File: src/hdl/tccur_pkg.sv
`default_nettype none
package tccur_pkg;

  // Default parameter values
  localparam int MAX_COLUMNS_DEF = 128;
  localparam int MAX_ROWS_DEF    = 64;

  // Request queue between front and back
  localparam int QUEUE_DEPTH = 2;

  // Fixed cell geometry: 8 x 16 pixels (shifts by 3 and 4 below)
  localparam int CELL_W_SHIFT = 3;
  localparam int CELL_H_SHIFT = 4;
  localparam logic [3:0] UNDERLINE_OFS = 4'd14;   // cell height minus 2
  localparam logic [10:0] UNDERLINE_W  = 11'd8;
  localparam logic [10:0] UNDERLINE_H  = 11'd2;

  // Control characters
  localparam logic [7:0] CHAR_BS    = 8'd8;
  localparam logic [7:0] CHAR_TAB   = 8'd9;
  localparam logic [7:0] CHAR_LF    = 8'd10;
  localparam logic [7:0] CHAR_CR    = 8'd13;
  localparam logic [7:0] CHAR_SPACE = 8'd32;

  // Configuration register indexes
  typedef enum logic [2:0] {
    REG_ORIGIN_X     = 3'd0,
    REG_ORIGIN_Y     = 3'd1,
    REG_COLUMN_COUNT = 3'd2,
    REG_ROW_COUNT    = 3'd3,
    REG_TEXT_COLOR   = 3'd4,
    REG_BACK_COLOR   = 3'd5,
    REG_CURSOR_COLOR = 3'd6,
    REG_ENABLED      = 3'd7
  } reg_idx_t;

  // Drawing command codes
  typedef enum logic [1:0] {
    CMD_FILL   = 2'd0,
    CMD_GLYPH  = 2'd1,
    CMD_SCROLL = 2'd2
  } cmd_t;

  // Back sequencer phase
  typedef enum logic [1:0] {
    PH_FIRST  = 2'd0,   // cursor erase, or region fill on clear
    PH_GLYPH  = 2'd1,
    PH_SCROLL = 2'd2,
    PH_DRAW   = 2'd3    // new cursor underline, last command
  } phase_t;

  // Effective configuration seen by front and back
  typedef struct packed {
    logic [11:0] origin_x;
    logic [11:0] origin_y;
    logic [7:0]  cols;      // clamped to 1..MAX_COLUMNS
    logic [6:0]  rows;      // clamped to 1..MAX_ROWS
    logic [7:0]  text_color;
    logic [7:0]  back_color;
    logic [7:0]  cursor_color;
    logic        enabled;
  } cfg_t;

  // One classified request: everything the back needs to draw it
  typedef struct packed {
    logic       clr;
    logic       glyph_en;
    logic [7:0] glyph;
    logic       scroll;
    logic [7:0] ecol;      // old cursor (erase); glyph row is erow
    logic [6:0] erow;
    logic [7:0] gcol;
    logic [7:0] ncol;      // new cursor
    logic [6:0] nrow;
  } plan_t;

endpackage
`default_nettype wire

File: src/hdl/tccur_front.sv
`default_nettype none
module tccur_front (
  input  wire logic            clk,
  input  wire logic            rst_n,
  input  wire tccur_pkg::cfg_t cfg,
  input  wire logic            in_valid,
  output logic                 in_ready,
  input  wire logic            in_kind,
  input  wire logic [7:0]      in_char_code,
  input  wire logic            q_full,
  output logic                 push,
  output tccur_pkg::plan_t     plan
);

  logic [7:0] col_r, col_nxt;
  logic [6:0] row_r, row_nxt;
  logic       accept;
  logic       lf_wrap;
  logic [6:0] lf_row;
  logic [8:0] tab_t;
  tccur_pkg::plan_t p;

  assign in_ready = !q_full;
  assign accept   = in_valid && in_ready;
  assign push     = accept && cfg.enabled;
  assign plan     = p;

  // Line feed outcome from the current row
  assign lf_wrap = ({1'b0, row_r} + 8'd1) >= {1'b0, cfg.rows};
  assign lf_row  = lf_wrap ? 7'(cfg.rows - 7'd1) : 7'(row_r + 7'd1);
  assign tab_t   = ({1'b0, col_r} + 9'd4) & ~9'd3;

  // Classify the request and work out the new cursor
  always_comb begin
    p          = '0;
    p.ecol     = col_r;
    p.erow     = row_r;
    p.gcol     = col_r;
    p.ncol     = col_r;
    p.nrow     = row_r;
    if (in_kind) begin
      p.clr  = 1'b1;
      p.ncol = '0;
      p.nrow = '0;
    end else begin
      case (in_char_code)
        tccur_pkg::CHAR_LF: begin
          p.ncol   = '0;
          p.nrow   = lf_row;
          p.scroll = lf_wrap;
        end
        tccur_pkg::CHAR_CR: begin
          p.ncol = '0;
        end
        tccur_pkg::CHAR_TAB: begin
          if (tab_t >= {1'b0, cfg.cols}) begin
            p.ncol   = '0;
            p.nrow   = lf_row;
            p.scroll = lf_wrap;
          end else begin
            p.ncol = tab_t[7:0];
          end
        end
        tccur_pkg::CHAR_BS: begin
          if (col_r != 8'd0) begin
            p.ncol     = col_r - 8'd1;
            p.gcol     = col_r - 8'd1;
            p.glyph_en = 1'b1;
            p.glyph    = tccur_pkg::CHAR_SPACE;
          end
        end
        default: begin
          p.glyph_en = 1'b1;
          p.glyph    = in_char_code;
          if (({1'b0, col_r} + 9'd1) >= {1'b0, cfg.cols}) begin
            p.ncol   = '0;
            p.nrow   = lf_row;
            p.scroll = lf_wrap;
          end else begin
            p.ncol = col_r + 8'd1;
          end
        end
      endcase
    end
  end

  assign col_nxt = push ? p.ncol : col_r;
  assign row_nxt = push ? p.nrow : row_r;

  // Cursor state
  always_ff @(posedge clk) begin
    if (!rst_n) begin
      col_r <= '0;
      row_r <= '0;
    end else begin
      col_r <= col_nxt;
      row_r <= row_nxt;
    end
  end

endmodule
`default_nettype wire

File: src/hdl/tccur_queue.sv
`default_nettype none
module tccur_queue #(
  parameter int DEPTH = tccur_pkg::QUEUE_DEPTH
) (
  input  wire logic             clk,
  input  wire logic             rst_n,
  input  wire logic             push,
  input  wire tccur_pkg::plan_t push_data,
  output logic                  full,
  input  wire logic             pop,
  output logic                  head_valid,
  output tccur_pkg::plan_t      head_data
);

  localparam int PW = (DEPTH > 1) ? $clog2(DEPTH) : 1;
  localparam int CW = $clog2(DEPTH + 1);
  localparam logic [PW-1:0] LAST_PTR = PW'(DEPTH - 1);

  tccur_pkg::plan_t mem_r [DEPTH];
  logic [PW-1:0] wr_ptr_r, wr_ptr_nxt;
  logic [PW-1:0] rd_ptr_r, rd_ptr_nxt;
  logic [CW-1:0] count_r, count_nxt;
  logic          do_pop;

  assign full       = (count_r == CW'(DEPTH));
  assign head_valid = (count_r != '0);
  assign head_data  = mem_r[rd_ptr_r];
  assign do_pop     = pop && head_valid;

  // Pointer and occupancy update
  always_comb begin
    wr_ptr_nxt = wr_ptr_r;
    rd_ptr_nxt = rd_ptr_r;
    count_nxt  = count_r;
    if (push) begin
      wr_ptr_nxt = (wr_ptr_r == LAST_PTR) ? '0 : wr_ptr_r + PW'(1);
    end
    if (do_pop) begin
      rd_ptr_nxt = (rd_ptr_r == LAST_PTR) ? '0 : rd_ptr_r + PW'(1);
    end
    if (push && !do_pop) begin
      count_nxt = count_r + CW'(1);
    end else if (!push && do_pop) begin
      count_nxt = count_r - CW'(1);
    end
  end

  always_ff @(posedge clk) begin
    if (!rst_n) begin
      wr_ptr_r <= '0;
      rd_ptr_r <= '0;
      count_r  <= '0;
    end else begin
      wr_ptr_r <= wr_ptr_nxt;
      rd_ptr_r <= rd_ptr_nxt;
      count_r  <= count_nxt;
    end
  end

  // Storage
  always_ff @(posedge clk) begin
    if (push) begin
      mem_r[wr_ptr_r] <= push_data;
    end
  end

endmodule
`default_nettype wire

File: src/hdl/tccur_back.sv
`default_nettype none
module tccur_back (
  input  wire logic             clk,
  input  wire logic             rst_n,
  input  wire tccur_pkg::cfg_t  cfg,
  input  wire logic             head_valid,
  input  wire tccur_pkg::plan_t head,
  output logic                  pop,
  output logic                  out_valid,
  input  wire logic             out_ready,
  output logic [1:0]            out_command,
  output logic [12:0]           out_pos_x,
  output logic [12:0]           out_pos_y,
  output logic [10:0]           out_size_w,
  output logic [10:0]           out_size_h,
  output logic [7:0]            out_glyph,
  output logic [7:0]            out_fore_color,
  output logic [7:0]            out_fill_color,
  output logic                  out_last
);

  tccur_pkg::phase_t ph_r, ph_nxt;

  logic        out_valid_r;
  logic [1:0]  command_r, command_nxt;
  logic [12:0] pos_x_r, pos_x_nxt;
  logic [12:0] pos_y_r, pos_y_nxt;
  logic [10:0] size_w_r, size_w_nxt;
  logic [10:0] size_h_r, size_h_nxt;
  logic [7:0]  glyph_r, glyph_nxt;
  logic [7:0]  fore_r, fore_nxt;
  logic [7:0]  fill_r, fill_nxt;
  logic        last_r, last_nxt;

  logic        advance, fire;
  logic [7:0]  col_sel;
  logic [6:0]  row_sel;
  logic [3:0]  y_ofs;
  logic [10:0] region_w, region_h;

  assign advance  = !out_valid_r || out_ready;
  assign fire     = advance && head_valid;
  assign region_w = {cfg.cols, 3'b000};
  assign region_h = {cfg.rows, 4'b0000};

  // Next phase and the command of the current phase
  always_comb begin
    ph_nxt      = ph_r;
    pop         = 1'b0;
    col_sel     = '0;
    row_sel     = '0;
    y_ofs       = '0;
    command_nxt = tccur_pkg::CMD_FILL;
    size_w_nxt  = '0;
    size_h_nxt  = '0;
    glyph_nxt   = '0;
    fore_nxt    = '0;
    fill_nxt    = '0;
    last_nxt    = 1'b0;
    case (ph_r)
      tccur_pkg::PH_FIRST: begin
        if (head.clr) begin
          size_w_nxt = region_w;
          size_h_nxt = region_h;
          ph_nxt     = tccur_pkg::PH_DRAW;
        end else begin
          col_sel    = head.ecol;
          row_sel    = head.erow;
          y_ofs      = tccur_pkg::UNDERLINE_OFS;
          size_w_nxt = tccur_pkg::UNDERLINE_W;
          size_h_nxt = tccur_pkg::UNDERLINE_H;
          if (head.glyph_en) begin
            ph_nxt = tccur_pkg::PH_GLYPH;
          end else if (head.scroll) begin
            ph_nxt = tccur_pkg::PH_SCROLL;
          end else begin
            ph_nxt = tccur_pkg::PH_DRAW;
          end
        end
        fore_nxt = cfg.back_color;
      end
      tccur_pkg::PH_GLYPH: begin
        command_nxt = tccur_pkg::CMD_GLYPH;
        col_sel     = head.gcol;
        row_sel     = head.erow;
        glyph_nxt   = head.glyph;
        fore_nxt    = cfg.text_color;
        fill_nxt    = cfg.back_color;
        ph_nxt      = head.scroll ? tccur_pkg::PH_SCROLL : tccur_pkg::PH_DRAW;
      end
      tccur_pkg::PH_SCROLL: begin
        command_nxt = tccur_pkg::CMD_SCROLL;
        size_w_nxt  = region_w;
        size_h_nxt  = region_h;
        fill_nxt    = cfg.back_color;
        ph_nxt      = tccur_pkg::PH_DRAW;
      end
      tccur_pkg::PH_DRAW: begin
        col_sel    = head.ncol;
        row_sel    = head.nrow;
        y_ofs      = tccur_pkg::UNDERLINE_OFS;
        size_w_nxt = tccur_pkg::UNDERLINE_W;
        size_h_nxt = tccur_pkg::UNDERLINE_H;
        fore_nxt   = cfg.cursor_color;
        last_nxt   = 1'b1;
        pop        = fire;
        ph_nxt     = tccur_pkg::PH_FIRST;
      end
      default: begin
        ph_nxt = tccur_pkg::PH_FIRST;
      end
    endcase
    if (!fire) begin
      ph_nxt = ph_r;
    end
  end

  // Pixel position of the selected cell
  assign pos_x_nxt = {1'b0, cfg.origin_x} + {2'b00, col_sel, 3'b000};
  assign pos_y_nxt = {1'b0, cfg.origin_y} + {2'b00, row_sel, 4'b0000} + {9'd0, y_ofs};

  // Phase register
  always_ff @(posedge clk) begin
    if (!rst_n) begin
      ph_r        <= tccur_pkg::PH_FIRST;
      out_valid_r <= 1'b0;
    end else begin
      ph_r <= ph_nxt;
      if (advance) begin
        out_valid_r <= head_valid;
      end
    end
  end

  // Output register
  always_ff @(posedge clk) begin
    if (fire) begin
      command_r <= command_nxt;
      pos_x_r   <= pos_x_nxt;
      pos_y_r   <= pos_y_nxt;
      size_w_r  <= size_w_nxt;
      size_h_r  <= size_h_nxt;
      glyph_r   <= glyph_nxt;
      fore_r    <= fore_nxt;
      fill_r    <= fill_nxt;
      last_r    <= last_nxt;
    end
  end

  assign out_valid      = out_valid_r;
  assign out_command    = command_r;
  assign out_pos_x      = pos_x_r;
  assign out_pos_y      = pos_y_r;
  assign out_size_w     = size_w_r;
  assign out_size_h     = size_h_r;
  assign out_glyph      = glyph_r;
  assign out_fore_color = fore_r;
  assign out_fill_color = fill_r;
  assign out_last       = last_r;

endmodule
`default_nettype wire

File: src/hdl/text_console_cursor_engine.sv
`default_nettype none
// Character-cell console engine. Each accepted request (a character or a
// clear) yields two to four drawing commands on the out_ channel: cursor
// erase (a region fill for a clear), glyph, scroll up and new cursor
// underline, the final one flagged by out_last. The front classifies a
// request and moves the cursor in the cycle it is accepted, so a new request
// can be taken every cycle while the two-entry queue has room. The back
// sequencer emits one command per cycle through an output register while
// out_ready allows; a character that wraps and scrolls takes all four, and
// sustained throughput is set by that sequencer. Requests taken while the
// console is disabled are consumed and produce nothing. Configuration writes
// are always ready and must only be issued while the engine is idle.
module text_console_cursor_engine #(
  parameter int MAX_COLUMNS = tccur_pkg::MAX_COLUMNS_DEF,
  parameter int MAX_ROWS    = tccur_pkg::MAX_ROWS_DEF
) (
  input  wire logic        clk,
  input  wire logic        rst_n,
  // configuration
  input  wire logic        cfg_valid,
  output logic             cfg_ready,
  input  wire logic [2:0]  cfg_index,
  input  wire logic [11:0] cfg_data,
  // requests
  input  wire logic        in_valid,
  output logic             in_ready,
  input  wire logic        in_kind,
  input  wire logic [7:0]  in_char_code,
  // drawing commands
  output logic             out_valid,
  input  wire logic        out_ready,
  output logic [1:0]       out_command,
  output logic [12:0]      out_pos_x,
  output logic [12:0]      out_pos_y,
  output logic [10:0]      out_size_w,
  output logic [10:0]      out_size_h,
  output logic [7:0]       out_glyph,
  output logic [7:0]       out_fore_color,
  output logic [7:0]       out_fill_color,
  output logic             out_last
);

  logic [11:0] origin_x_r, origin_y_r;
  logic [7:0]  column_count_r;
  logic [6:0]  row_count_r;
  logic [7:0]  text_color_r, back_color_r, cursor_color_r;
  logic        enabled_r;

  tccur_pkg::cfg_t  cfg;
  tccur_pkg::plan_t push_data, head_data;
  logic             push, q_full, pop, head_valid;
  logic             cfg_wr;

  assign cfg_ready = 1'b1;
  assign cfg_wr    = cfg_valid && cfg_ready;

  // Configuration registers
  always_ff @(posedge clk) begin
    if (!rst_n) begin
      origin_x_r     <= 12'd0;
      origin_y_r     <= 12'd0;
      column_count_r <= 8'd80;
      row_count_r    <= 7'd25;
      text_color_r   <= 8'd15;
      back_color_r   <= 8'd0;
      cursor_color_r <= 8'd14;
      enabled_r      <= 1'b0;
    end else if (cfg_wr) begin
      case (cfg_index)
        tccur_pkg::REG_ORIGIN_X:     origin_x_r     <= cfg_data;
        tccur_pkg::REG_ORIGIN_Y:     origin_y_r     <= cfg_data;
        tccur_pkg::REG_COLUMN_COUNT: column_count_r <= cfg_data[7:0];
        tccur_pkg::REG_ROW_COUNT:    row_count_r    <= cfg_data[6:0];
        tccur_pkg::REG_TEXT_COLOR:   text_color_r   <= cfg_data[7:0];
        tccur_pkg::REG_BACK_COLOR:   back_color_r   <= cfg_data[7:0];
        tccur_pkg::REG_CURSOR_COLOR: cursor_color_r <= cfg_data[7:0];
        tccur_pkg::REG_ENABLED:      enabled_r      <= cfg_data[0];
        default: ;
      endcase
    end
  end

  // Effective region size: zero counts as one, clamp at the maximum
  always_comb begin
    cfg.origin_x     = origin_x_r;
    cfg.origin_y     = origin_y_r;
    cfg.text_color   = text_color_r;
    cfg.back_color   = back_color_r;
    cfg.cursor_color = cursor_color_r;
    cfg.enabled      = enabled_r;
    if (column_count_r == 8'd0) begin
      cfg.cols = 8'd1;
    end else if ({1'b0, column_count_r} > 9'(MAX_COLUMNS)) begin
      cfg.cols = 8'(MAX_COLUMNS);
    end else begin
      cfg.cols = column_count_r;
    end
    if (row_count_r == 7'd0) begin
      cfg.rows = 7'd1;
    end else if ({1'b0, row_count_r} > 8'(MAX_ROWS)) begin
      cfg.rows = 7'(MAX_ROWS);
    end else begin
      cfg.rows = row_count_r;
    end
  end

  tccur_front u_front (
    .clk          (clk),
    .rst_n        (rst_n),
    .cfg          (cfg),
    .in_valid     (in_valid),
    .in_ready     (in_ready),
    .in_kind      (in_kind),
    .in_char_code (in_char_code),
    .q_full       (q_full),
    .push         (push),
    .plan         (push_data)
  );

  tccur_queue #(
    .DEPTH (tccur_pkg::QUEUE_DEPTH)
  ) u_queue (
    .clk        (clk),
    .rst_n      (rst_n),
    .push       (push),
    .push_data  (push_data),
    .full       (q_full),
    .pop        (pop),
    .head_valid (head_valid),
    .head_data  (head_data)
  );

  tccur_back u_back (
    .clk            (clk),
    .rst_n          (rst_n),
    .cfg            (cfg),
    .head_valid     (head_valid),
    .head           (head_data),
    .pop            (pop),
    .out_valid      (out_valid),
    .out_ready      (out_ready),
    .out_command    (out_command),
    .out_pos_x      (out_pos_x),
    .out_pos_y      (out_pos_y),
    .out_size_w     (out_size_w),
    .out_size_h     (out_size_h),
    .out_glyph      (out_glyph),
    .out_fore_color (out_fore_color),
    .out_fill_color (out_fill_color),
    .out_last       (out_last)
  );

endmodule
`default_nettype wire
File: config.mk
export PLATFORM = sky130hd
export DESIGN_NAME = text_console_cursor_engine
export DESIGN_NICKNAME = d
export VERILOG_FILES = /design/src/hdl/tccur_pkg.sv /design/src/hdl/tccur_front.sv /design/src/hdl/tccur_queue.sv /design/src/hdl/tccur_back.sv /design/src/hdl/text_console_cursor_engine.sv
export SDC_FILE = /design/constraint.sdc
export NUM_CORES = 1
export LEC_CHECK = 0
export BUFFER_PORTS_ARGS = -buffer_cell sky130_fd_sc_hd__clkbuf_2
export CELL_PAD_IN_SITES_DETAIL_PLACEMENT = 0
export CELL_PAD_IN_SITES_GLOBAL_PLACEMENT = 1
export CORE_MARGIN = 4
export CORE_UTILIZATION = 50
export CTS_CLUSTER_SIZE = 28
export DETAILED_ROUTE_END_ITERATION = 10
export PLACE_DENSITY = 0.93
export SLEW_MARGIN = 20
export SYNTH_ARGS = -nofsm -noshare
export SYNTH_HDL_FRONTEND = slang
export SYNTH_SLANG_ARGS = --single-unit
File: constraint.sdc
create_clock -name clk -period 12.45 [get_ports clk]
set_input_delay 0.6225 -clock clk [delete_from_list [all_inputs] [get_ports clk]]
set_output_delay 0.6225 -clock clk [all_outputs]
set_load 0.01 [all_outputs]
### Yosys cells after proc, flatten, opt, wreduce, memory -nomap -nowiden

Memories as Yosys holds them, arrays and structs flattened. A register that Yosys moved wholly into a read port is not among the register bits.
Cells that the tools add are included.

* $add $sub $neg: 14
* order comparisons: 5
* equality and inequality tests: 15
* mux-type cells: 48
* reduce and logical (&&, ||, !) cells: 30

Operators with widths (count)
* 8-bit case mux with 3 select lines: 3
* 11-bit case mux with 3 select lines: 2
* 8-bit two-way mux: 7
* 7-bit two-way mux: 6
* 7-bit case mux with 3 select lines: 2
* 8-bit by 4-bit == test with 1-bit output (second input constant): 4
* 12-bit by 11-bit adder with 13-bit output: 2
* 11-bit two-way mux: 2
* 9-bit by 8-bit greater-or-equal comparator with 1-bit output: 2
* 9-bit case mux with 2 select lines: 1
* 16-bit two-way mux: 1
* 2-bit AND reduction: 8
* 15-bit two-way mux: 1
* 13-bit by 4-bit adder with 13-bit output: 1
* 3-bit == test (second input constant): 4
* 1-bit two-way mux: 12
* 10-bit two-way mux: 1
* 8-bit by 1-bit adder with 9-bit output (second input constant): 1
* 8-bit by 3-bit adder with 9-bit output (second input constant): 1
* 9-bit two-way mux: 1
* 7-bit by 1-bit adder with 8-bit output (second input constant): 1
* 8-bit by 1-bit adder with 8-bit output (second input constant): 1
* 8-bit by 7-bit greater-or-equal comparator with 1-bit output: 1
* 8-bit > comparator (second input constant): 1
* 28 further kinds: 46

* flip-flop bits (word level): 161
* bits in writable memories: 98
* bits of input ports: 29
* logic and storage cells: 137
* memories: 1

Memories
* u_queue.mem_r: words 2, bits a word 49, rd ports 1, clocked after Yosys merged registers in 1, wr ports 1, RTL line tccur_queue.sv:19 `tccur_pkg::plan_t mem_r [DEPTH];`

### Longest topological paths before layout

Gate-level depths: netlist of run 1.

* word-level depth: 8
* gate-level depth with buffers: 18

### By module

Synthesis of run 1 repeated with hierarchy kept, for this count alone.

* cells, all modules: 1113
* area, all modules: 12622.1 sq um

Modules (own cells, without submodules)
* tccur_queue: instances 1, cells each 174, area an instance 3748.6 sq um
* tccur_back: instances 1, cells each 309, area an instance 3728.6 sq um
* text_console_cursor_engine: instances 1, cells each 263, area an instance 2617.5 sq um
* tccur_front: instances 1, cells each 367, area an instance 2527.4 sq um

### Worst setup path before layout of run 1

Ideal clock, no wire load.

* path kind: input -> register
* start: in out_ready
* end: reg u_queue.count_r[1]
* setup time: 0.076 ns
* data arrival time: 5.029 ns
* required time: 12.374 ns
* slack: 7.345 ns
* stages on the path: 6
* cell sequence: nor2b_1 -> nor2_1 -> nand2_1 -> ha_1 -> or3_1 -> a21boi_0

* word-level cells in the longest chain between the ends: 7
* elaborated cells between the ends (all ways): 9
* those cells by class: mux (2); reduce/logical (7)

RTL lines
* start: declaration: RTL line text_console_cursor_engine.sv:31 `input wire logic out_ready,`
* 1-bit logical OR (*): RTL line tccur_back.sv:41 `assign advance = !out_valid_r || out_ready;`
* 1-bit logical AND (*): RTL line tccur_back.sv:42 `assign fire = advance && head_valid;`
* net u_back.fire: RTL line tccur_back.sv:35 `logic advance, fire;`
* 1-bit two-way mux (*): RTL line tccur_back.sv:60 `case (ph_r)`
* 1-bit logical AND (*): RTL line tccur_queue.sv:28 `assign do_pop = pop && head_valid;`
* 1-bit logical NOT: RTL line tccur_queue.sv:41 `if (push && !do_pop) begin`
* 1-bit logical AND: RTL line tccur_queue.sv:41
* 2-bit two-way mux or 2-bit nonzero test (tied branches)
* end signal: assignment: RTL line tccur_queue.sv:56 `count_r <= count_nxt;`
* end: declaration: RTL line tccur_queue.sv:22 `logic [CW-1:0] count_r, count_nxt;`

Mark *: on every way through the listed nets, which the timed path passes. The rest lies on a longest branch.
A chain may end at the register's enable or synchronous reset.

==> results.json, run 1 <==
{
  "path_clk_slew_ns": 0.06,
  "rsz0062_at_grt": "false",
  "worst_pin_slew_ns": 0.9865,
  "diodes": 0,
  "layout-drive-gt1-share_pct": 15.32,
  "synthesis.area_um2": 12170,
  "power.share.switching_pct": 21.14,
  "initial_utilization_pct": 51.37,
  "max-cap-violations": 0,
  "ant_nets": 0,
  "grt_pass1_wl_mm": 45.13,
  "synth_enable_flop_cells": 167,
  "power_per_cell_area_nw_per_um2": 132.8,
  "die_width_um": 164.0,
  "slew_viol_final": 0,
  "mapped_avg_cell_area_um2": 10.72,
  "clock_insertion_delay_worst_skew_ns": 0.54,
  "cell_internal_pwr_w": 0.001451,
  "final-setup-viol-count": 0,
  "timing.setup.tns_ns": 0,
  "detail_route.drc_violations": 0,
  "detail_route.iter0.violations": 780,
  "cts-root-buf": "sky130_fd_sc_hd__clkbuf_16",
  "outcome": "complete, no violations",
  "post_cts.resized_instances": 0,
  "routed_wirelength_mm": 28.49,
  "portion_of_total_power_attributed_to_combinational_logic_pct": 4.5,
  "die_h_um": 164.0,
  "power.clock.fraction_pct": 46.0,
  "cts_post_setup_buffers_inserted": 0,
  "timing.critical_path.required_ns": 12.72,
  "drt-pass1-iter-count": 5,
  "synth_to_layout_area_growth_pct": 13.95,
  "ys_seq_area_share_pct": 55.54,
  "dr_total_vias": 8744,
  "tritoncts": "done",
  "fp.coreArea_um2": 23680,
  "fin_crit_sh_pct": 32.78,
  "total_count_of_hold_check_failures_in_the_final_report": 0,
  "ys_top_cells_by_area": "sky130_fd_sc_hd__edfxtp_1, sky130_fd_sc_hd__dfxtp_1, sky130_fd_sc_hd__nand2_1, sky130_fd_sc_hd__ha_1, sky130_fd_sc_hd__a21boi_0",
  "critical_path_at_ns": 4.35,
  "synthesized_instance_count": 1135,
  "cts-root-to-sink-buffers": 3,
  "gp_congestion": 0.8781,
  "critical_hold_path_startpoint": "cfg_data[10]",
  "crit_path_end_kind": "flip-flop",
  "worst_path_fanout_max": 51,
  "cts-hold-fix-buffers": 0,
  "yosys.area.top_type": "sky130_fd_sc_hd__edfxtp_1",
  "top_level_i_o_count": 107,
  "grt-ovfl-total": 0,
  "maximum_vdd_drop_mv": 0.08624,
  "num-fill-cells": 1994,
  "dominantRegCellSynth": "sky130_fd_sc_hd__edfxtp_1",
  "period_minus_slack_ns": 4.082,
  "power.leakage_nw": 5.305,
  "cts_htree_levels": 1,
  "fin_hold_ws_ns": 0.3718,
  "grt_util_all_layers_pct": 21.05,
  "tritoncts.num_buffers": 27,
  "synth-seq-cells": 254,
  "slew-limit-headroom_pct": 33.99,
  "detail_route.vias_per_cell": 5.609,
  "antenna_found_initial": 0,
  "netlist-cell-type-count": 69,
  "criticalPathCategory": "reg2reg",
  "dpl.hpwl_mm": 19.87,
  "final.setup_skew_ns": 0.01996,
  "io_buffer_count": 99,
  "start_kind": "flip-flop",
  "synthArstFlopShare_pct": 0,
  "max_clock_freq_mhz": 245.0,
  "first_global_vias": 8435,
  "ys_warn_count": 0,
  "finish.net_count": 1302,
  "netlist.area_leader.share_pct": 41.22,
  "fp.dieArea_um2": 26890,
  "cts.sink_count": 254,
  "grt_start_max_net_pins": 76,
  "timing.hold.worst.class": "in2reg",
  "wl_per_cell_um": 18.27,
  "seq_power_share_pct": 49.5,
  "core.rowCount": 56,
  "power.switching_w": 0.0003891
}
state kept, by name, summed over array words and instances (netlist names), 7 cells and up, named ones only:
register               count
u_queue.mem_r             98
u_back.out_pos_x          13
u_back.out_glyph           8
column_count_r             8
row_count_r                7
u_front.row_r              7
back_color_r               8
u_back.out_fore_color      8
u_back.out_fill_color      8
cursor_color_r             8
u_back.out_size_h          8
origin_x_r                12
origin_y_r                12
u_back.out_pos_y          13
u_back.out_size_w          8
text_color_r               8
u_front.col_r              8
power by group through the flow:
stage	registers [W]	clock network, W	logic (W)
floorplan	0.000929	0	0.0000508
global placement	0.000928	0	0.0000802
detailed placement	0.000928	0	0.0000821
CTS	0.000910	0.000858	0.0000825
global route	0.000911	0.000898	0.0000916
finish	0.000910	0.000847	0.0000828
cell usage after synthesis, types with 11 or more instances:
cell / instances
sky130_fd_sc_hd__xor2_1: 12
sky130_fd_sc_hd__nor3_1: 19
sky130_fd_sc_hd__xnor2_1: 28
sky130_fd_sc_hd__a22oi_1: 11
sky130_fd_sc_hd__mux2_2: 16
sky130_fd_sc_hd__dfxtp_1: 87
sky130_fd_sc_hd__nand2_1: 179
sky130_fd_sc_hd__nand2b_1: 11
sky130_fd_sc_hd__o21ai_0: 29
sky130_fd_sc_hd__a21oi_1: 60
sky130_fd_sc_hd__and2_1: 26
sky130_fd_sc_hd__clkbuf_1: 45
sky130_fd_sc_hd__edfxtp_1: 167
sky130_fd_sc_hd__mux2i_1: 25
sky130_fd_sc_hd__nor2b_1: 25
sky130_fd_sc_hd__nand3_1: 34
sky130_fd_sc_hd__ha_1: 52
sky130_fd_sc_hd__a21boi_0: 53
sky130_fd_sc_hd__inv_1: 25
sky130_fd_sc_hd__nor2_1: 93
worst paths after layout:
| check | endpoint | slack [ns] | depth (start not counted) |
|---|---|---|---|
| min reg2reg | u_back.out_pos_x[0] | 0.43 | 0 |
| min | origin_y_r[10] | 0.37 | 3 |
| max | u_back.out_pos_y[11] | 8.37 | 15 |
| max reg2reg | u_back.out_pos_y[11] | 8.37 | 15 |
placed cells by master (no fill, tap or decap), types with 11 or more instances in the layout:
cell / count
sky130_fd_sc_hd__nand2_1: 179
sky130_fd_sc_hd__edfxtp_1: 167
sky130_fd_sc_hd__clkbuf_2: 99
sky130_fd_sc_hd__nor2_1: 91
sky130_fd_sc_hd__dfxtp_1: 86
sky130_fd_sc_hd__a21oi_1: 60
sky130_fd_sc_hd__a21boi_0: 53
sky130_fd_sc_hd__ha_1: 52
sky130_fd_sc_hd__nand3_1: 34
sky130_fd_sc_hd__o21ai_0: 29
sky130_fd_sc_hd__xnor2_1: 28
sky130_fd_sc_hd__clkbuf_16: 27
sky130_fd_sc_hd__nor2b_1: 25
sky130_fd_sc_hd__inv_1: 25
sky130_fd_sc_hd__mux2i_1: 25
sky130_fd_sc_hd__and2_1: 25
sky130_fd_sc_hd__nor3_1: 19
sky130_fd_sc_hd__mux2_2: 16
sky130_fd_sc_hd__xor2_1: 12
sky130_fd_sc_hd__nand2b_1: 11
sky130_fd_sc_hd__a22oi_1: 11
stage by stage:
stage	worst slack, ns	instance area, um^2	utilization, %	total power [W]	std cells
after floorplan	7.345	12180	-	0.0009797	1140
after global placement	8.486	12910	54.52	0.001008	1509
after detailed placement	8.383	12910	54.52	0.001010	1509
after CTS	8.383	13860	58.52	0.001851	1559
after global routing	8.004	13860	58.53	0.001900	1559
final	8.368	13860	58.53	0.001840	1559
logic make-up (layout without fill, tap and decap cells):
logic type                 after synthesis  in the layout  synth area share [%]
buffers and inverters                   83            183                 2.787
DFF                                    254            254                 55.54
AOI/OAI and AO/OA                      239            239                 13.57
xor gates and xnor gates                40             40                 2.880
adders and majority gates               54             54                 5.677
and+or+nand+nor                        422            422                 15.95
other                                    2              7               0.06173
muxes                                   41             41                 3.538
cell type report:
| type | count | area [um^2] | share of cell area, % |
|---|---|---|---|
| flip-flops and latches | 254 | 6758 | 48.75 |
| multi-input cells | 803 | 5110 | 36.86 |
| clock buffers | 37 | 733.2 | 5.289 |
| repair buffers | 106 | 548.0 | 3.953 |
| well taps | 319 | 399.1 | 2.879 |
| clock inverters | 13 | 212.7 | 1.534 |
| inverters | 27 | 101.3 | 0.7311 |
layer usage:
metal,up-vias,share of wire (%),track usage [%]
met2,270,49,35.64
met3,43,5.5,2.760
met5,-,0,0
li1,4246,-,-
met1,4185,44,28.71
met4,0,2.1,5.642
worst max-delay path, cell delays in order, from the launching register on:
cell                       delay, ns
sky130_fd_sc_hd__dfxtp_2        0.31
sky130_fd_sc_hd__buf_4          0.55
sky130_fd_sc_hd__mux2i_1        0.29
sky130_fd_sc_hd__and2_1         0.47
sky130_fd_sc_hd__nor2_1         0.10
sky130_fd_sc_hd__or2_2          0.34
sky130_fd_sc_hd__inv_1          0.11
sky130_fd_sc_hd__ha_1           0.17
sky130_fd_sc_hd__inv_1          0.05
sky130_fd_sc_hd__fa_1           0.40
sky130_fd_sc_hd__nor2b_1        0.12
sky130_fd_sc_hd__o21ai_0        0.10
sky130_fd_sc_hd__a21boi_0       0.24
sky130_fd_sc_hd__o21ai_0        0.13
sky130_fd_sc_hd__a21oi_1        0.25
sky130_fd_sc_hd__o311ai_0       0.16
Note: power is estimated with default switching activity, not from simulation.
==> inputs of run 2 (changes only) <==
--- a/config.mk
+++ b/config.mk
@@ -5,14 +5,15 @@
 export SDC_FILE = /design/constraint.sdc
 export NUM_CORES = 1
 export LEC_CHECK = 0
+export ABC_AREA = 1
 export BUFFER_PORTS_ARGS = -buffer_cell sky130_fd_sc_hd__clkbuf_2
 export CELL_PAD_IN_SITES_DETAIL_PLACEMENT = 0
 export CELL_PAD_IN_SITES_GLOBAL_PLACEMENT = 1
 export CORE_MARGIN = 4
-export CORE_UTILIZATION = 50
+export CORE_UTILIZATION = 42
 export CTS_CLUSTER_SIZE = 28
 export DETAILED_ROUTE_END_ITERATION = 10
-export PLACE_DENSITY = 0.93
+export PLACE_DENSITY = 0.87
 export SLEW_MARGIN = 20
 export SYNTH_ARGS = -nofsm -noshare
 export SYNTH_HDL_FRONTEND = slang
==> constraint.sdc (replaced) <==
create_clock -name clk -period 3.5 [get_ports clk]
set_input_delay 0.175 -clock clk [delete_from_list [all_inputs] [get_ports clk]]
set_output_delay 0.175 -clock clk [all_outputs]
set_load 0.01 [all_outputs]
==> results.json, run 2 <==
{
  "detail_route.iter0.violations": 673,
  "synth_common_cells": "sky130_fd_sc_hd__nand2_1, sky130_fd_sc_hd__nor2_1, sky130_fd_sc_hd__edfxtp_1, sky130_fd_sc_hd__inv_1, sky130_fd_sc_hd__o21ai_0",
  "cts-root-to-sink-buffers": 3,
  "postLayoutCellArea_um2": 14370,
  "critical_path.max_stage_delay_ns": 0.57,
  "worst_path_fanout_max": 11,
  "yosys.cell_count.top_type": "sky130_fd_sc_hd__nand2_1",
  "gp_congestion": 0.9539,
  "slew-limit-headroom_pct": 33.42,
  "timing.critical_path.required_ns": 3.75,
  "die_width_um": 180.1,
  "top_level_i_o_count": 107,
  "power_per_cell_area_nw_per_um2": 465.4,
  "yosys.area.top_type": "sky130_fd_sc_hd__edfxtp_1",
  "timing.hold.worst.class": "in2reg",
  "worstReg2RegStart": "u_front.col_r[2]",
  "rsz0062_at_grt": "false",
  "slew_viol_final": 0,
  "clock_insertion_delay_worst_skew_ns": 0.53,
  "layoutNonFillerInstCount": 1907,
  "critical_path_cell_count": 13,
  "grt_util_all_layers_pct": 17.99,
  "timing.setup.tns_ns": 0,
  "worst_pin_slew_ns": 0.9987,
  "ys_top_cells_by_area": "sky130_fd_sc_hd__edfxtp_1, sky130_fd_sc_hd__dfxtp_1, sky130_fd_sc_hd__nand2_1, sky130_fd_sc_hd__nor2_1, sky130_fd_sc_hd__ha_1",
  "rr_endpoint": "u_queue.mem_r[1][8]",
  "timing.critical_path.buf_inv": 2,
  "mapped_avg_cell_area_um2": 8.942,
  "diodes": 0,
  "largest_register_ff_count": 98,
  "critical-path-top-delay-family": "simple AND/OR/NAND/NOR gates",
  "core.rowCount": 62,
  "final.setup_skew_ns": 0.03495,
  "outcome": "complete, no violations",
  "total_count_of_hold_check_failures_in_the_final_report": 0,
  "grt_start_max_net_pins": 75,
  "drt-pass1-iter-count": 5,
  "period_minus_slack_ns": 3.198,
  "crit_path_end_kind": "flip-flop",
  "antenna_found_initial": 0,
  "grt-ovfl-total": 0,
  "critical_path_at_ns": 3.45,
  "hold_path_depth": 4,
  "grt_pass1_wl_mm": 48.58,
  "dominantRegCellSynth": "sky130_fd_sc_hd__edfxtp_1",
  "layout-drive-gt1-share_pct": 13.72,
  "ant_nets": 0,
  "synthesized_instance_count": 1391,
  "cts_post_setup_buffers_inserted": 0,
  "dr_total_vias": 9584,
  "synth_to_layout_area_growth_pct": 15.55,
  "cts_htree_levels": 1,
  "fin_crit_sh_pct": 91.37,
  "worstHoldEndpoint": "enabled_r",
  "die_h_um": 180.1,
  "tritoncts": "done",
  "worst_r2r_path_depth": 13,
  "max_clock_freq_mhz": 312.7,
  "most-common-layout-cells": "sky130_fd_sc_hd__nand2_1, sky130_fd_sc_hd__nor2_1, sky130_fd_sc_hd__edfxtp_1, sky130_fd_sc_hd__inv_1, sky130_fd_sc_hd__o21ai_0",
  "netlist.area_leader.share_pct": 40.32,
  "dpl.hpwl_mm": 21.52,
  "crit_path_cell_trace": "nand3_1, nor2_1, nand3_1, xor2_1, inv_1, ha_1, nand2_1, nor4_1, nand2_2, nand3_4, nor2_1, a21oi_1, inv_1",
  "setup_slack_ns": 0.3020,
  "initial_utilization_pct": 42.99,
  "tritoncts.num_buffers": 26,
  "fp.dieArea_um2": 32430,
  "fp.coreArea_um2": 28940,
  "detail_route.vias_per_cell": 5.026,
  "final-setup-viol-count": 0,
  "synthArstFlopShare_pct": 0,
  "critical_hold_path_startpoint": "cfg_index[1]",
  "layout_commonest_cell": "sky130_fd_sc_hd__nand2_1",
  "registers.top_by_ff_count": "u_queue.mem_r",
  "detailed_place.area_um2": 13400,
  "synth_enable_flop_cells": 167,
  "ys_warn_count": 0,
  "cts-root-buf": "sky130_fd_sc_hd__clkbuf_16",
  "r2r_slack_ns": 0.30,
  "synthesis.area_um2": 12440,
  "critical_path.slowest_cell": "sky130_fd_sc_hd__dfxtp_1",
  "netlist-cell-type-count": 46,
  "maximum_vdd_drop_mv": 0.3449,
  "max-cap-violations": 0,
  "path_clk_slew_ns": 0.07,
  "start_kind": "flip-flop",
  "power.leakage_nw": 6.387,
  "detailedPlace.worstSlack_ns": 0.2977,
  "wl_per_cell_um": 15.64,
  "io_buffer_count": 99,
  "routed_wirelength_mm": 29.83,
  "ys_seq_area_share_pct": 54.32,
  "placed_cells": 1853,
  "cts.sink_count": 254,
  "first_global_vias": 9242,
  "finish.net_count": 1586,
  "criticalPathCategory": "reg2reg",
  "synth-seq-cells": 254,
  "detail_route.drc_violations": 0,
  "utilization_pct": 49.67
}
[run 2: cells by family (layout without fill, tap and decap cells)]
family	Yosys count	after routing	share of synthesized area [%]
other cells	2	7	0.06038
buf+inv	207	334	6.891
flops	254	254	54.32
mux	1	1	0.08048
fa+ha+maj	54	54	5.553
xor+xnor	38	38	2.676
simple gates	603	603	20.26
compound gates	232	232	10.16
[run 2: worst min-delay path, cell delays in order]
cell and delay, ns:
sky130_fd_sc_hd__clkbuf_2 0.10, sky130_fd_sc_hd__nand2_1 0.09, sky130_fd_sc_hd__nor3_1 0.06, sky130_fd_sc_hd__nor2_1 0.09
[run 2: layout make-up]
type,instances,area [um^2]
Clock buffer,32,725.7
Timing Repair Buffer,132,770.7
Clock inverter,16,191.4
Inverter,154,578.1
Sequential cell,254,6756
Multi-Input combinational cell,935,4870
Tap cell,384,480.5
Fill cell,2632,14560
[run 2: what timing repair did]
action / CTS / global route
hold endpoints to repair: 12 / 0
hold buffers: 6 / 0
gates resized for setup: 0 / 2
setup endpoints to repair: 0 / 2
[run 2: per-stage QoR]
stage                     hold slack, ns  total power (W)
after floorplan                   0.2739         0.003672
after global placement            0.4131         0.003829
after detailed placement          0.4183         0.003839
after CTS                      0.0007562         0.006738
after global routing             0.02947         0.006935
final                            0.01692         0.006689
[run 2: where the power goes]
| group | internal (W) | switching [W] |
|---|---|---|
| combinational | 0.000158 | 0.000333 |
| sequential | 0.00326 | 0.0000345 |
| clock | 0.00172 | 0.00119 |
[run 2: metal layers]
layer / wire length (um) / part of all wire, % / vias to the layer above / GRT usage, %
li1: - / - / 4816 / -
met1: 13480 / 45 / 4457 / 25.02
met2: 14010 / 47 / 272 / 30.13
met3: 1768 / 5.9 / 39 / 2.160
met4: 568 / 1.9 / 0 / 4.719
met5: 0 / 0 / - / 0
[run 2: how the worst max path moves through the flow]
stage	start	end	slack (ns)
3_3_place_gp	u_front.col_r[2]	u_queue.mem_r[1][2]	0.32
4_1_cts	u_back.ph_r[0]	u_back.out_pos_y[11]	0.29
6_report	u_front.col_r[2]	u_queue.mem_r[1][8]	0.30
5_1_grt	u_front.col_r[2]	u_queue.mem_r[1][6]	0.02
3_5_place_dp	u_back.ph_r[0]	u_back.out_pos_y[11]	0.30
2_1_floorplan	u_queue.count_r[1]	u_queue.mem_r[1][0]	0.28
==> inputs of run 3 (changes only) <==
--- a/config.mk
+++ b/config.mk
@@ -5,15 +5,14 @@
 export SDC_FILE = /design/constraint.sdc
 export NUM_CORES = 1
 export LEC_CHECK = 0
-export ABC_AREA = 1
 export BUFFER_PORTS_ARGS = -buffer_cell sky130_fd_sc_hd__clkbuf_2
 export CELL_PAD_IN_SITES_DETAIL_PLACEMENT = 0
 export CELL_PAD_IN_SITES_GLOBAL_PLACEMENT = 1
 export CORE_MARGIN = 4
-export CORE_UTILIZATION = 42
+export CORE_UTILIZATION = 43
 export CTS_CLUSTER_SIZE = 28
 export DETAILED_ROUTE_END_ITERATION = 10
-export PLACE_DENSITY = 0.87
+export PLACE_DENSITY = 0.86
 export SLEW_MARGIN = 20
 export SYNTH_ARGS = -nofsm -noshare
 export SYNTH_HDL_FRONTEND = slang
==> results.json, run 3 (same netlist as run 1, synthesis figures left out) <==
{
  "worst_pin_slew_ns": 0.9704,
  "dr_total_vias": 8931,
  "tritoncts": "done",
  "crit_path_cell_trace": "ha_1, nand3_1, nor2_1, xor2_1, ha_1, and3_1, a221o_1, a31o_2, nor2_4, nor2_1, o31a_1, nor3_1",
  "most-common-layout-cells": "sky130_fd_sc_hd__nand2_1, sky130_fd_sc_hd__edfxtp_1, sky130_fd_sc_hd__clkbuf_2, sky130_fd_sc_hd__nor2_1, sky130_fd_sc_hd__dfxtp_1",
  "detail_route.drc_violations": 0,
  "detailedPlace.worstSlack_ns": 0.2291,
  "dpl.hpwl_mm": 21.63,
  "first_global_vias": 9069,
  "critical_path.max_stage_delay_ns": 0.37,
  "die_width_um": 176.2,
  "total_count_of_hold_check_failures_in_the_final_report": 0,
  "worst_r2r_path_depth": 12,
  "timing.setup.tns_ns": 0,
  "detailed_place.area_um2": 13260,
  "worstReg2RegStart": "u_front.row_r[1]",
  "fin_hold_ws_ns": 0.02006,
  "outcome": "complete, no violations",
  "ant_nets": 0,
  "drt-pass1-iter-count": 5,
  "postLayoutCellArea_um2": 14220,
  "criticalPathCategory": "reg2reg",
  "slew-limit-headroom_pct": 34.81,
  "detail_route.vias_per_cell": 5.396,
  "grt-ovfl-total": 0,
  "tritoncts.num_buffers": 27,
  "final-setup-viol-count": 0,
  "wl_per_cell_um": 18.25,
  "cts-root-buf": "sky130_fd_sc_hd__clkbuf_16",
  "cts_htree_levels": 1,
  "synth_to_layout_area_growth_pct": 16.88,
  "maximum_vdd_drop_mv": 0.4055,
  "rr_endpoint": "u_queue.mem_r[0][2]",
  "layout_commonest_cell": "sky130_fd_sc_hd__nand2_1",
  "finish.net_count": 1339,
  "worst_path_fanout_max": 6,
  "largest_register_ff_count": 98,
  "die_h_um": 176.2,
  "worstHoldEndpoint": "back_color_r[7]",
  "fp.dieArea_um2": 31050,
  "grt_pass1_wl_mm": 48.11,
  "fp.coreArea_um2": 27860,
  "final.setup_skew_ns": 0.02853,
  "grt_util_all_layers_pct": 19.12,
  "power_per_cell_area_nw_per_um2": 446.2,
  "critical_path_at_ns": 3.56,
  "initial_utilization_pct": 43.67,
  "cts_post_setup_buffers_inserted": 0,
  "r2r_slack_ns": 0.26,
  "timing.critical_path.required_ns": 3.83,
  "critical_path.slowest_cell": "sky130_fd_sc_hd__a221o_1",
  "top_level_i_o_count": 107,
  "io_buffer_count": 99,
  "critical_hold_path_startpoint": "cfg_data[7]",
  "crit_path_end_kind": "flip-flop",
  "num-fill-cells": 2507,
  "hold_path_depth": 3,
  "layout-drive-gt1-share_pct": 17.48,
  "gp_congestion": 0.8949,
  "rsz0062_at_grt": "false",
  "max-cap-violations": 0,
  "antenna_found_initial": 1,
  "grt_start_max_net_pins": 75,
  "core.rowCount": 61,
  "routed_wirelength_mm": 30.21,
  "slew_viol_final": 0,
  "layoutNonFillerInstCount": 1655,
  "placed_cells": 1599,
  "path_clk_slew_ns": 0.06,
  "registers.top_by_ff_count": "u_queue.mem_r",
  "cts-root-to-sink-buffers": 3,
  "setup_slack_ns": 0.2610,
  "timing.hold.worst.class": "in2reg",
  "period_minus_slack_ns": 3.239,
  "start_kind": "flip-flop",
  "max_clock_freq_mhz": 308.7,
  "cts.sink_count": 254,
  "detail_route.iter0.violations": 733,
  "fin_crit_sh_pct": 92.54,
  "power.leakage_nw": 5.475,
  "clock_insertion_delay_worst_skew_ns": 0.54
}
run 3: area by class of cell:
cell class	count	area [um^2]	share of cell area, %
diodes	1	2.502	0.01760
flip-flops and latches	254	6759	47.54
clock buffers	38	767.0	5.394
clock inverters	11	110.1	0.7744
multi-input cells	803	5127	36.06
well taps	378	473.0	3.326
inverters	27	101.3	0.7128
repair buffers	143	878.3	6.177
run 3: worst max-delay path by stage:
stage                            to  cells after the start  slack (ns)              from
5_1_grt        u_back.out_pos_y[10]                     14        0.02    u_back.ph_r[1]
4_1_cts         u_queue.mem_r[0][2]                     12        0.19  u_front.row_r[0]
3_3_place_gp    u_queue.mem_r[0][2]                     12        0.26  u_front.row_r[0]
2_1_floorplan  u_back.out_pos_y[11]                     16        0.12         flip-flop
6_report        u_queue.mem_r[0][2]                     12        0.26  u_front.row_r[1]
3_5_place_dp    u_queue.mem_r[1][2]                     12        0.23  u_front.row_r[0]
run 3: report_power, final:
| group | internal (W) | switching [W] |
|---|---|---|
| clock | 0.00167 | 0.00113 |
| combinational | 0.000110 | 0.000201 |
| sequential | 0.00322 | 0.0000220 |
run 3: through the flow:
stage	util [%]	power, W
4_1_cts	50.95	0.006396
2_1_floorplan	-	0.003484
3_3_place_gp	47.58	0.003599
6_report	51.04	0.006344
5_1_grt	51.04	0.006557
3_5_place_dp	47.58	0.003604
run 3: worst max-delay path, delay by kind of cell (launching register included):
family / cells / cell delay [ns]
fa+ha+maj: 2 / 0.52
simple gates: 6 / 0.99
xor+xnor: 1 / 0.22
flops: 1 / 0.33
compound gates: 3 / 0.95
run 3: routing by layer:
layer  up-vias  GRT usage, %  part of all wire, %
met5         -             0                    0
met4         0         5.523                  2.3
met3        51         2.762                  5.1
met2       227         32.06                   48
met1      4344         25.99                   45
li1       4309             -                    -
run 3: repair_timing:
action / 4_1_cts / 5_1_grt
setup endpoints to repair: 0 / 15
hold buffers: 6 / 0
hold endpoints to repair: 19 / 0
resized for setup: 0 / 6
